## src/sv/xeu_pkg.sv

```systemverilog
`timescale 1ns / 1ps

package xeu_pkg;

    localparam int ENTITY_WINDOW_DEF = 12;

    localparam logic [20:0] CODE_LIMIT = 21'h10FFFF;
    localparam logic [20:0] CODE_SAT   = 21'h110000;

    localparam logic [7:0] CH_AMP  = 8'h26;
    localparam logic [7:0] CH_SEMI = 8'h3B;
    localparam logic [7:0] CH_HASH = 8'h23;
    localparam logic [7:0] CH_XL   = 8'h78;
    localparam logic [7:0] CH_XU   = 8'h58;
    localparam logic [7:0] CH_LT   = 8'h3C;
    localparam logic [7:0] CH_GT   = 8'h3E;
    localparam logic [7:0] CH_QUOT = 8'h22;
    localparam logic [7:0] CH_APOS = 8'h27;

    localparam int NUM_NAMES = 5;
    localparam logic [2:0] NM_AMP  = 3'd0;
    localparam logic [2:0] NM_LT   = 3'd1;
    localparam logic [2:0] NM_GT   = 3'd2;
    localparam logic [2:0] NM_QUOT = 3'd3;
    localparam logic [2:0] NM_APOS = 3'd4;

    typedef enum logic [1:0] {
        ST_LOAD,
        ST_SCAN,
        ST_EMIT
    } t_state;

    typedef struct packed {
        logic [7:0] char_in;
        logic       text_end;
    } t_item;

    typedef struct packed {
        logic [3:0][7:0] b;
        logic [2:0]      n;
    } t_enc;

    typedef struct packed {
        logic       ok;
        logic [3:0] v;
    } t_digit;

    function automatic logic [2:0] name_len(input logic [2:0] j);
        case (j)
            NM_AMP:  name_len = 3'd3;
            NM_LT:   name_len = 3'd2;
            NM_GT:   name_len = 3'd2;
            NM_QUOT: name_len = 3'd4;
            NM_APOS: name_len = 3'd4;
            default: name_len = 3'd0;
        endcase
    endfunction

    function automatic logic [7:0] name_out(input logic [2:0] j);
        case (j)
            NM_AMP:  name_out = CH_AMP;
            NM_LT:   name_out = CH_LT;
            NM_GT:   name_out = CH_GT;
            NM_QUOT: name_out = CH_QUOT;
            NM_APOS: name_out = CH_APOS;
            default: name_out = 8'h00;
        endcase
    endfunction

    function automatic logic [7:0] name_char(input logic [2:0] j, input logic [1:0] k);
        logic [31:0] s;
        case (j)
            NM_AMP:  s = 32'h616D7000;
            NM_LT:   s = 32'h6C740000;
            NM_GT:   s = 32'h67740000;
            NM_QUOT: s = 32'h71756F74;
            NM_APOS: s = 32'h61706F73;
            default: s = 32'h0;
        endcase
        name_char = s[31 - 8 * k -: 8];
    endfunction

    function automatic t_digit digit_val(input logic [7:0] c, input logic hex);
        t_digit d;
        d = '0;
        if (c >= 8'h30 && c <= 8'h39) begin
            d.ok = 1'b1;
            d.v  = 4'(c - 8'h30);
        end else if (hex && c >= 8'h61 && c <= 8'h66) begin
            d.ok = 1'b1;
            d.v  = 4'(c - 8'h57);
        end else if (hex && c >= 8'h41 && c <= 8'h46) begin
            d.ok = 1'b1;
            d.v  = 4'(c - 8'h37);
        end
        digit_val = d;
    endfunction

    function automatic t_enc utf8_enc(input logic [20:0] c);
        t_enc e;
        e = '0;
        if (c < 21'h80) begin
            e.b[0] = c[7:0];
            e.n    = 3'd1;
        end else if (c < 21'h800) begin
            e.b[0] = 8'hC0 | {3'b0, c[10:6]};
            e.b[1] = 8'h80 | {2'b0, c[5:0]};
            e.n    = 3'd2;
        end else if (c < 21'h10000) begin
            e.b[0] = 8'hE0 | {4'b0, c[15:12]};
            e.b[1] = 8'h80 | {2'b0, c[11:6]};
            e.b[2] = 8'h80 | {2'b0, c[5:0]};
            e.n    = 3'd3;
        end else begin
            e.b[0] = 8'hF0 | {5'b0, c[20:18]};
            e.b[1] = 8'h80 | {2'b0, c[17:12]};
            e.b[2] = 8'h80 | {2'b0, c[11:6]};
            e.b[3] = 8'h80 | {2'b0, c[5:0]};
            e.n    = 3'd4;
        end
        utf8_enc = e;
    endfunction

endpackage

```

## src/sv/xeu_if.sv

```systemverilog
`timescale 1ns / 1ps

interface xeu_in_if;
    logic       valid;
    logic       ready;
    logic [7:0] char_in;
    logic       text_end;

    modport source (output valid, output char_in, output text_end, input ready);
    modport sink (input valid, input char_in, input text_end, output ready);
endinterface

interface xeu_out_if;
    logic       valid;
    logic       ready;
    logic [7:0] byte_out;
    logic       run_last;
    logic       output_end;

    modport source (output valid, output byte_out, output run_last, output output_end,
                    input ready);
    modport sink (input valid, input byte_out, input run_last, input output_end,
                  output ready);
endinterface

```

## src/sv/xml_entity_unescaper.sv

```systemverilog
`timescale 1ns / 1ps
// XML entity unescaper.
// i_in: one text byte per request (char_in, text_end on the final byte).
// o_out: decoded bytes (byte_out); run_last marks the last byte produced by
//   an input request, output_end marks the last byte of the whole text.
// Entities amp/lt/gt/quot/apos and &#ddd; / &#xhhh; references are resolved,
// numeric ones as 1 to 4 UTF-8 bytes; unresolved ones pass through verbatim.
// A two-entry input queue feeds a scan engine that walks a byte ring, one
// byte per cycle while o_out is free; held entity bytes are rescanned from
// the ring on failure. A plain byte is loaded into the ring, scanned and
// passed to o_out when its request closes; each takes a load, a scan and a
// close step; no new request is loaded until the last closes. Each extra
// UTF-8 byte adds an emit step, a failed entity a step for its ampersand
// plus one per rescanned byte. Bytes inside an open entity produce nothing
// until it closes. Reset (synchronous, active low) empties the queue and
// drops any open entity. While o_out holds an untaken byte the engine stalls
// with its state intact; the input queue takes requests until it is full.
module xml_entity_unescaper #(
    parameter int ENTITY_WINDOW = xeu_pkg::ENTITY_WINDOW_DEF
) (
    input  logic    i_clk,
    input  logic    i_rst_n,
    xeu_in_if.sink  i_in,
    xeu_out_if.source o_out
);

    xeu_pkg::t_item item;
    logic           item_valid, item_pop;

    xeu_front u_front (
        .i_clk        (i_clk),
        .i_rst_n      (i_rst_n),
        .i_in         (i_in),
        .o_item       (item),
        .o_item_valid (item_valid),
        .i_item_pop   (item_pop)
    );

    xeu_back #(.ENTITY_WINDOW(ENTITY_WINDOW)) u_back (
        .i_clk        (i_clk),
        .i_rst_n      (i_rst_n),
        .i_item       (item),
        .i_item_valid (item_valid),
        .o_item_pop   (item_pop),
        .o_out        (o_out)
    );

endmodule

```

## src/sv/xeu_front.sv

```systemverilog
`timescale 1ns / 1ps

module xeu_front (
    input  logic            i_clk,
    input  logic            i_rst_n,
    xeu_in_if.sink          i_in,
    output xeu_pkg::t_item  o_item,
    output logic            o_item_valid,
    input  logic            i_item_pop
);

    xeu_pkg::t_item r_mem [2];
    logic           r_wp, r_rp;
    logic [1:0]     r_cnt;
    logic           push, pop;

    assign i_in.ready   = (r_cnt != 2'd2);
    assign push         = i_in.valid && i_in.ready;
    assign o_item_valid = (r_cnt != 2'd0);
    assign pop          = i_item_pop && o_item_valid;
    assign o_item       = r_mem[r_rp];

    always_ff @(posedge i_clk) begin
        if (!i_rst_n) begin
            r_wp  <= 1'b0;
            r_rp  <= 1'b0;
            r_cnt <= 2'd0;
        end else begin
            if (push) r_wp <= ~r_wp;
            if (pop) r_rp <= ~r_rp;
            r_cnt <= 2'(r_cnt + {1'b0, push} - {1'b0, pop});
        end
    end

    always_ff @(posedge i_clk) begin
        if (push) begin
            r_mem[r_wp].char_in  <= i_in.char_in;
            r_mem[r_wp].text_end <= i_in.text_end;
        end
    end

endmodule

```

## src/sv/xeu_back.sv

```systemverilog
`timescale 1ns / 1ps

module xeu_back #(
    parameter int ENTITY_WINDOW = xeu_pkg::ENTITY_WINDOW_DEF
) (
    input  logic            i_clk,
    input  logic            i_rst_n,
    input  xeu_pkg::t_item  i_item,
    input  logic            i_item_valid,
    output logic            o_item_pop,
    xeu_out_if.source       o_out
);

    localparam int HOLD = ENTITY_WINDOW - 1;
    localparam int HCW  = $clog2(ENTITY_WINDOW);
    localparam int QLW  = $clog2(ENTITY_WINDOW + 1);
    localparam int RB   = $clog2(ENTITY_WINDOW + 1);
    localparam int RING = 1 << RB;
    localparam int NN   = xeu_pkg::NUM_NAMES;

    xeu_pkg::t_state r_state, n_state;

    logic [7:0]     r_buf [RING];
    logic [RB-1:0]  r_p, n_p;
    logic [HCW-1:0] r_hc, n_hc;
    logic [QLW-1:0] r_ql, n_ql;
    logic           r_coll, n_coll;
    logic           r_end, n_end;
    logic           r_num, n_num, r_hex, n_hex, r_nd, n_nd, r_bad, n_bad;
    logic [20:0]    r_code, n_code;
    logic [NN-1:0]  r_m, n_m;
    xeu_pkg::t_enc  r_enc, n_enc;
    logic [1:0]     r_ei, n_ei;
    logic           r_lh_v, n_lh_v;
    logic [7:0]     r_lh_b, n_lh_b;
    logic           r_ov, n_ov, r_rl, n_rl, r_oe, n_oe;
    logic [7:0]     r_ob, n_ob;

    logic [RB-1:0]  rd_idx, wr_idx;
    logic [7:0]     b;
    logic           out_free, hold_full, name_ok, num_ok, res_ok;
    logic [7:0]     name_b;
    xeu_pkg::t_enc  res;
    xeu_pkg::t_digit dv;
    logic [25:0]    acc;
    logic           push, flush, load;
    logic [7:0]     push_b;

    assign rd_idx    = RB'(r_p + RB'(r_hc));
    assign wr_idx    = rd_idx;
    assign b         = r_buf[rd_idx];
    assign out_free  = !r_ov || o_out.ready;
    assign hold_full = (r_hc == HCW'(HOLD));
    assign load      = (r_state == xeu_pkg::ST_LOAD) && i_item_valid;

    always_comb begin
        name_ok = 1'b0;
        name_b  = 8'h00;
        for (int j = 0; j < NN; j++) begin
            if (r_m[j] && r_hc == HCW'(xeu_pkg::name_len(3'(j)))) begin
                name_ok = 1'b1;
                name_b  = xeu_pkg::name_out(3'(j));
            end
        end
        num_ok = r_num && r_nd && !r_bad && (r_code <= xeu_pkg::CODE_LIMIT);
        res_ok = name_ok || num_ok;
        if (name_ok) begin
            res      = '0;
            res.b[0] = name_b;
            res.n    = 3'd1;
        end else begin
            res = xeu_pkg::utf8_enc(r_code);
        end
        dv  = xeu_pkg::digit_val(b, r_hex);
        acc = r_hex ? {1'b0, r_code, 4'b0}
                    : ({2'b0, r_code, 3'b0} + {4'b0, r_code, 1'b0});
        acc = acc + {22'b0, dv.v};
    end

    // next state
    always_comb begin
        n_state = r_state;
        case (r_state)
            xeu_pkg::ST_LOAD: begin
                if (i_item_valid) n_state = xeu_pkg::ST_SCAN;
            end
            xeu_pkg::ST_SCAN: begin
                if (out_free) begin
                    if (r_ql == '0) begin
                        if (!(r_end && r_coll)) n_state = xeu_pkg::ST_LOAD;
                    end else if (r_coll && b == xeu_pkg::CH_SEMI && res_ok
                                 && res.n != 3'd1) begin
                        n_state = xeu_pkg::ST_EMIT;
                    end
                end
            end
            xeu_pkg::ST_EMIT: begin
                if (out_free && {1'b0, r_ei} == 3'(r_enc.n - 3'd1))
                    n_state = xeu_pkg::ST_SCAN;
            end
            default: n_state = xeu_pkg::ST_LOAD;
        endcase
    end

    // outputs
    always_comb begin
        o_item_pop = (r_state == xeu_pkg::ST_LOAD);
    end

    // datapath
    always_comb begin
        n_p = r_p; n_hc = r_hc; n_ql = r_ql; n_coll = r_coll; n_end = r_end;
        n_num = r_num; n_hex = r_hex; n_nd = r_nd; n_bad = r_bad; n_code = r_code;
        n_m = r_m; n_enc = r_enc; n_ei = r_ei;
        push = 1'b0; push_b = 8'h00; flush = 1'b0;

        if (load) begin
            n_ql  = QLW'(1);
            n_end = i_item.text_end;
        end

        if (r_state == xeu_pkg::ST_SCAN && out_free) begin
            if (r_ql == '0) begin
                if (r_end && r_coll) begin
                    push   = 1'b1;
                    push_b = xeu_pkg::CH_AMP;
                    n_ql   = QLW'(r_hc);
                    n_hc   = '0;
                    n_coll = 1'b0;
                end else begin
                    flush = 1'b1;
                end
            end else if (!r_coll) begin
                n_p  = RB'(r_p + 1'b1);
                n_ql = QLW'(r_ql - 1'b1);
                if (b == xeu_pkg::CH_AMP) begin
                    n_coll = 1'b1;
                    n_hc   = '0;
                    n_num  = 1'b0;
                    n_m    = '0;
                end else begin
                    push   = 1'b1;
                    push_b = b;
                end
            end else if (b == xeu_pkg::CH_SEMI && res_ok) begin
                push   = 1'b1;
                push_b = res.b[0];
                n_enc  = res;
                n_ei   = 2'd1;
                n_p    = RB'(r_p + RB'(r_hc) + 1'b1);
                n_ql   = QLW'(r_ql - 1'b1);
                n_hc   = '0;
                n_coll = 1'b0;
            end else if (b == xeu_pkg::CH_SEMI || hold_full) begin
                // rescan held bytes and this one
                push   = 1'b1;
                push_b = xeu_pkg::CH_AMP;
                n_ql   = QLW'(r_ql + QLW'(r_hc));
                n_hc   = '0;
                n_coll = 1'b0;
            end else begin
                n_hc = HCW'(r_hc + 1'b1);
                n_ql = QLW'(r_ql - 1'b1);
                for (int j = 0; j < NN; j++) begin
                    n_m[j] = (r_hc == '0 || r_m[j])
                             && (r_hc < HCW'(xeu_pkg::name_len(3'(j))))
                             && (b == xeu_pkg::name_char(3'(j), 2'(r_hc)));
                end
                if (r_hc == '0) begin
                    n_num  = (b == xeu_pkg::CH_HASH);
                    n_hex  = 1'b0;
                    n_nd   = 1'b0;
                    n_bad  = 1'b0;
                    n_code = '0;
                end else if (r_hc == HCW'(1) && (b == xeu_pkg::CH_XL || b == xeu_pkg::CH_XU)) begin
                    n_hex = 1'b1;
                end else if (!dv.ok) begin
                    n_bad = 1'b1;
                end else begin
                    n_nd   = 1'b1;
                    n_code = (acc > {5'b0, xeu_pkg::CODE_LIMIT}) ? xeu_pkg::CODE_SAT
                                                                  : acc[20:0];
                end
            end
        end

        if (r_state == xeu_pkg::ST_EMIT && out_free) begin
            push   = 1'b1;
            push_b = r_enc.b[r_ei];
            n_ei   = 2'(r_ei + 1'b1);
        end

        n_ov = r_ov && !o_out.ready;
        n_ob = r_ob; n_rl = r_rl; n_oe = r_oe;
        n_lh_v = r_lh_v; n_lh_b = r_lh_b;
        if (push) begin
            if (r_lh_v) begin
                n_ov = 1'b1; n_ob = r_lh_b; n_rl = 1'b0; n_oe = 1'b0;
            end
            n_lh_v = 1'b1;
            n_lh_b = push_b;
        end
        if (flush && r_lh_v) begin
            n_ov = 1'b1; n_ob = r_lh_b; n_rl = 1'b1; n_oe = r_end;
            n_lh_v = 1'b0;
        end
    end

    always_ff @(posedge i_clk) begin
        if (!i_rst_n) begin
            r_state <= xeu_pkg::ST_LOAD;
            r_p     <= '0;
            r_hc    <= '0;
            r_ql    <= '0;
            r_coll  <= 1'b0;
            r_lh_v  <= 1'b0;
            r_ov    <= 1'b0;
        end else begin
            r_state <= n_state;
            r_p     <= n_p;
            r_hc    <= n_hc;
            r_ql    <= n_ql;
            r_coll  <= n_coll;
            r_lh_v  <= n_lh_v;
            r_ov    <= n_ov;
        end
    end

    always_ff @(posedge i_clk) begin
        r_end  <= n_end;
        r_num  <= n_num;
        r_hex  <= n_hex;
        r_nd   <= n_nd;
        r_bad  <= n_bad;
        r_code <= n_code;
        r_m    <= n_m;
        r_enc  <= n_enc;
        r_ei   <= n_ei;
        r_lh_b <= n_lh_b;
        r_ob   <= n_ob;
        r_rl   <= n_rl;
        r_oe   <= n_oe;
        if (load) r_buf[wr_idx] <= i_item.char_in;
    end

    assign o_out.valid      = r_ov;
    assign o_out.byte_out   = r_ob;
    assign o_out.run_last   = r_rl;
    assign o_out.output_end = r_oe;

endmodule

```

## src/flat_wrapper.sv

```systemverilog
// flat-port wrapper written by rule: the top's interface ports become plain ports
module xml_entity_unescaper_flat 
#(
    parameter int ENTITY_WINDOW = xeu_pkg::ENTITY_WINDOW_DEF
)
  (i_clk, i_rst_n, i_in_valid, i_in_char_in, i_in_text_end, i_in_ready, o_out_valid, o_out_byte_out, o_out_run_last, o_out_output_end, o_out_ready);
  xeu_in_if i_in_i ();
  xeu_out_if o_out_i ();
  input  logic i_clk;
  input  logic i_rst_n;
  input wire logic [$bits(i_in_i.valid)-1:0] i_in_valid;
  input wire logic [$bits(i_in_i.char_in)-1:0] i_in_char_in;
  input wire logic [$bits(i_in_i.text_end)-1:0] i_in_text_end;
  output wire logic [$bits(i_in_i.ready)-1:0] i_in_ready;
  output wire logic [$bits(o_out_i.valid)-1:0] o_out_valid;
  output wire logic [$bits(o_out_i.byte_out)-1:0] o_out_byte_out;
  output wire logic [$bits(o_out_i.run_last)-1:0] o_out_run_last;
  output wire logic [$bits(o_out_i.output_end)-1:0] o_out_output_end;
  input wire logic [$bits(o_out_i.ready)-1:0] o_out_ready;
  assign i_in_i.valid = i_in_valid;
  assign i_in_i.char_in = i_in_char_in;
  assign i_in_i.text_end = i_in_text_end;
  assign i_in_ready = i_in_i.ready;
  assign o_out_valid = o_out_i.valid;
  assign o_out_byte_out = o_out_i.byte_out;
  assign o_out_run_last = o_out_i.run_last;
  assign o_out_output_end = o_out_i.output_end;
  assign o_out_i.ready = o_out_ready;
  xml_entity_unescaper #(.ENTITY_WINDOW(ENTITY_WINDOW)) u_core (.i_clk(i_clk), .i_rst_n(i_rst_n), .i_in(i_in_i), .o_out(o_out_i));
endmodule
```

## config.mk

```make
export PLATFORM = sky130hd
export DESIGN_NAME = xml_entity_unescaper_flat
export DESIGN_NICKNAME = d
export VERILOG_FILES = /design/src/sv/xeu_pkg.sv /design/src/sv/xeu_if.sv /design/src/sv/xml_entity_unescaper.sv /design/src/sv/xeu_front.sv /design/src/sv/xeu_back.sv /design/src/flat_wrapper.sv
export SDC_FILE = /design/constraint.sdc
export NUM_CORES = 1
export LEC_CHECK = 0
export BUFFER_PORTS_ARGS = -buffer_cell sky130_fd_sc_hd__buf_4
export CAP_MARGIN = 20
export CORE_ASPECT_RATIO = 0.5
export CORE_UTILIZATION = 68
export CTS_CLUSTER_SIZE = 20
export DETAILED_ROUTE_END_ITERATION = 8
export GPL_TIMING_DRIVEN = 0
export PLACE_DENSITY = 0.94
export SLEW_MARGIN = 20
export SYNTH_ARGS = -nofsm -noshare
export SYNTH_HDL_FRONTEND = slang
export SYNTH_SLANG_ARGS = --single-unit
```

## constraint.sdc

```tcl
create_clock -name i_clk -period 17.4 [get_ports i_clk]
set_input_delay 3.48 -clock i_clk [delete_from_list [all_inputs] [get_ports i_clk]]
set_output_delay 3.48 -clock i_clk [all_outputs]
set_load 0.005 [all_outputs]
```

==> results.py <==
metrics = {
    "outcome": {
        "status": "finished, final reports clean",
    },
    "floorplanning": {
        "io_pins": 25,
        "die-area_um2": 20600,
        "die_height_um": 102,
        "core_area_um2": 19500,
        "initial_utilization_pct": 69.6,
        "die_w_um": 202,
        "std_cell_rows": 36,
    },
    "clock_network": {
        "cts_buffer_depth": 3,
        "clock_sinks": 251,
        "hold_buffers": 0,
        "htreeDepth": 1,
        "cts_tree": "built",
        "ctsResizeCount": 0,
        "cts_buffers": 23,
        "clock-root-buffer": "clkbuf_16",
        "path_clk_slew_ps": 70,
        "post-cts-setup-buffers": 0,
        "clock_latency_ps": 530,
    },
    "routing": {
        "wl_um": 34500,
        "drtPass1Iterations": 6,
        "vias": 10215,
        "drc": 0,
        "ant_nets": 0,
        "drtIter0Drc": 1367,
        "viasPerCell": 7.13,
        "wl_per_cell_um": 24.1,
    },
    "synthesis": {
        "ys_ff_latch": 251,
        "avgSynthCellArea_um2": 12.4,
        "synth-seq-area-share_pct": 53.7,
        "yosysWarnings": 0,
        "synth_area_um2": 13600,
        "synth_edf_count": 228,
        "synth_nets": 1162,
        "synthArstFlopShare_pct": 0,
        "ys_types": 92,
        "ys.flop_type": "edfxtp_1",
        "synth_cells": 1101,
    },
    "power_and_ir_drop": {
        "p_sw_share_pct": 29.8,
        "internal-power_w": 0.00115,
        "p_comb_share_pct": 23.0,
        "ir_drop_v": 0.000113,
        "clock_power_share_pct": 31.6,
        "p_leak_nw": 5.34,
        "p_sw_w": 0.000485,
        "seq_power_share_pct": 45.4,
        "p_per_area_nw_per_um2": 109,
    },
    "setup_path": {
        "cp_num_buf_inv": 8,
        "end_kind": "flip-flop",
        "path_class": "reg2reg",
        "slowest_stage": "buf_1",
        "crit_path_max_fanout": 11,
        "critPathLaunchType": "flip-flop",
        "cpPeakStageDelay_ps": 530,
        "critPathTopFamily": "buffers and inverters",
        "worstPathArrival_ps": 8620,
        "cp_common_cell": "buf_2",
        "cp.required_ps": 17740,
    },
    "layout": {
        "nets": 1211,
        "final_common_cell": "edfxtp_1",
        "antenna_cells": 0,
        "stdcell_count": 1433,
        "final_layout_size_suffix_gt1_share_pct": 16.5,
        "final_cell_mix": "228 x edfxtp_1, 97 x nand2_1, 80 x nor2_1",
        "syn_to_final_growth_pct": 9.56,
        "fin_util_pct": 76.2,
    },
    "place": {
        "place.gp.congestion": 0.934,
        "dp.cells": 1391,
        "place_ws_ps": 9410,
        "hpwl_um": 23100,
        "portBuffers": 23,
    },
    "sta": {
        "setup_viol": 0,
        "finalCriticalPeriod_ps": 8280,
        "min_period_over_period_pct": 47.6,
        "hold_viol_final": 0,
        "slew_violations": 0,
        "holdWs_ps": 419,
        "rsz0062_at_grt": "false",
        "fin_worst_skew_ps": 19.6,
        "fmax_mhz": 121,
        "slew_headroom_pct": 31.3,
        "tightest_slew_ps": 1030,
        "worst_slack_ps": 9120,
        "fin_setup_tns_ps": 0,
    },
    "global_routing": {
        "grt_usage_pct": 33.7,
        "antenna_found_initial": 0,
        "grt_pass1_wl_um": 53000,
        "first_global_vias": 9693,
        "grt_max_degree": 33,
        "gr-total-overflow": 0,
    },
    "job": {
        "maxCapViolCount": 0,
    },
    "worst_hold_path": {
        "min_path_type": "reg2reg",
    },
}
## worst paths after layout
kind	startpoint	endpoint	slack, ps	cells after the start
max	u_core.u_back.r_hc[0]	u_core.u_back.r_code[9]	9120	28
min	u_core.u_back.r_lh_b[1]	u_core.u_back.o_out.byte_out[1]	420	0
max reg2reg	u_core.u_back.r_hc[0]	u_core.u_back.r_code[9]	9120	28
min reg2reg	u_core.u_back.r_lh_b[1]	u_core.u_back.o_out.byte_out[1]	420	0
## synthesized netlist by cell type, drive strengths merged, types with 8 or more instances
| library cell | number | area [µm²] |
|---|---|---|
| and3 | 20 | 125 |
| or2 | 8 | 50.1 |
| a22oi | 8 | 65.1 |
| mux4 | 39 | 878 |
| inv | 32 | 120 |
| clkbuf | 27 | 121 |
| nor4 | 25 | 314 |
| nand2 | 98 | 370 |
| nand4 | 11 | 68.8 |
| a21oi | 62 | 310 |
| buf | 24 | 150 |
| nor3 | 29 | 160 |
| edfxtp | 228 | 6850 |
| o21a | 13 | 98.9 |
| mux2i | 28 | 280 |
| or3 | 10 | 63.8 |
| ha | 44 | 551 |
| mux2 | 18 | 203 |
| o21ai | 50 | 250 |
| nand3 | 25 | 125 |
| nor2b | 8 | 50.1 |
| o211ai | 9 | 67.6 |
| xnor2 | 25 | 226 |
| xor2 | 18 | 158 |
| a211oi | 13 | 115 |
| nor2 | 81 | 304 |
| dfxtp | 23 | 460 |
| a21o | 11 | 85.1 |
## metal layers
| metal | wire length, µm | vias to the layer above | GRT usage [%] |
|---|---|---|---|
| li1 | - | 4346 | - |
| met1 | 13000 | 4943 | 44.7 |
| met2 | 16400 | 782 | 57.2 |
| met3 | 3820 | 144 | 5.20 |
| met4 | 1400 | 0 | 13.8 |
| met5 | 0 | - | 0 |
## registers in the layout, indices dropped and copies added, names as in the netlist, 2 cells and up, named ones only
name,flops
u_core.u_front.r_mem,18
u_core.u_front.r_cnt,2
u_core.u_back.r_lh_b,8
u_core.u_back.r_enc,32
u_core.u_back.r_state,2
u_core.u_back.o_out.byte_out,8
u_core.u_back.r_buf,128
u_core.u_back.r_code,21
u_core.u_back.r_hc,4
u_core.u_back.r_ql,4
u_core.u_back.r_p,4
u_core.u_back.r_m,5
u_core.u_back.r_ei,2
## cells by family (layout without fill, tap and decap cells)
logic type	count (synthesis)	count (layout)	share of synthesized area [%]
XOR/XNOR	43	43	2.82
flip-flops	251	251	53.7
AND/OR/NAND/NOR	355	355	14.2
buffers and inverters	84	150	2.95
adder cells (fa/ha/maj)	48	48	4.64
multiplexers	85	85	10.0
AO/OA/AOI/OAI	235	235	11.6
## through the flow
stage	power, W	instance area [µm²]
global placement	0.00108	14100
floorplan	0.000996	13600
CTS	0.00162	14900
global route	0.00168	14900
finish	0.00163	14900
detailed placement	0.00111	14100
## cell type report
type                    count  area (µm²)
flip-flops and latches    251        7310
multi-input cells         766        5910
fillers                  1095        4640
clock buffers              33         643
well taps                 266         333
plain buffers              52         282
repair buffers             24         188
clock inverters             9         121
inverters                  32         120
## worst register-to-register path: cells and delay by family (launching register included)
family                   cells  cell delay (ps)
adder cells (fa/ha/maj)      4             1490
multiplexers                 3              770
AO/OA/AOI/OAI                6             1330
buffers and inverters        8             2360
AND/OR/NAND/NOR              7             1660
flip-flops                   1              470
## power by group through the flow
stage	Combinational [W]	Sequential (W)	Clock, W
final	0.000374	0.000741	0.000515
after global routing	0.000394	0.000743	0.000540
after detailed placement	0.000353	0.000752	0
after global placement	0.000329	0.000748	0
after CTS	0.000362	0.000740	0.000515
after floorplan	0.000251	0.000745	0
(Power assumes the default switching activity.)
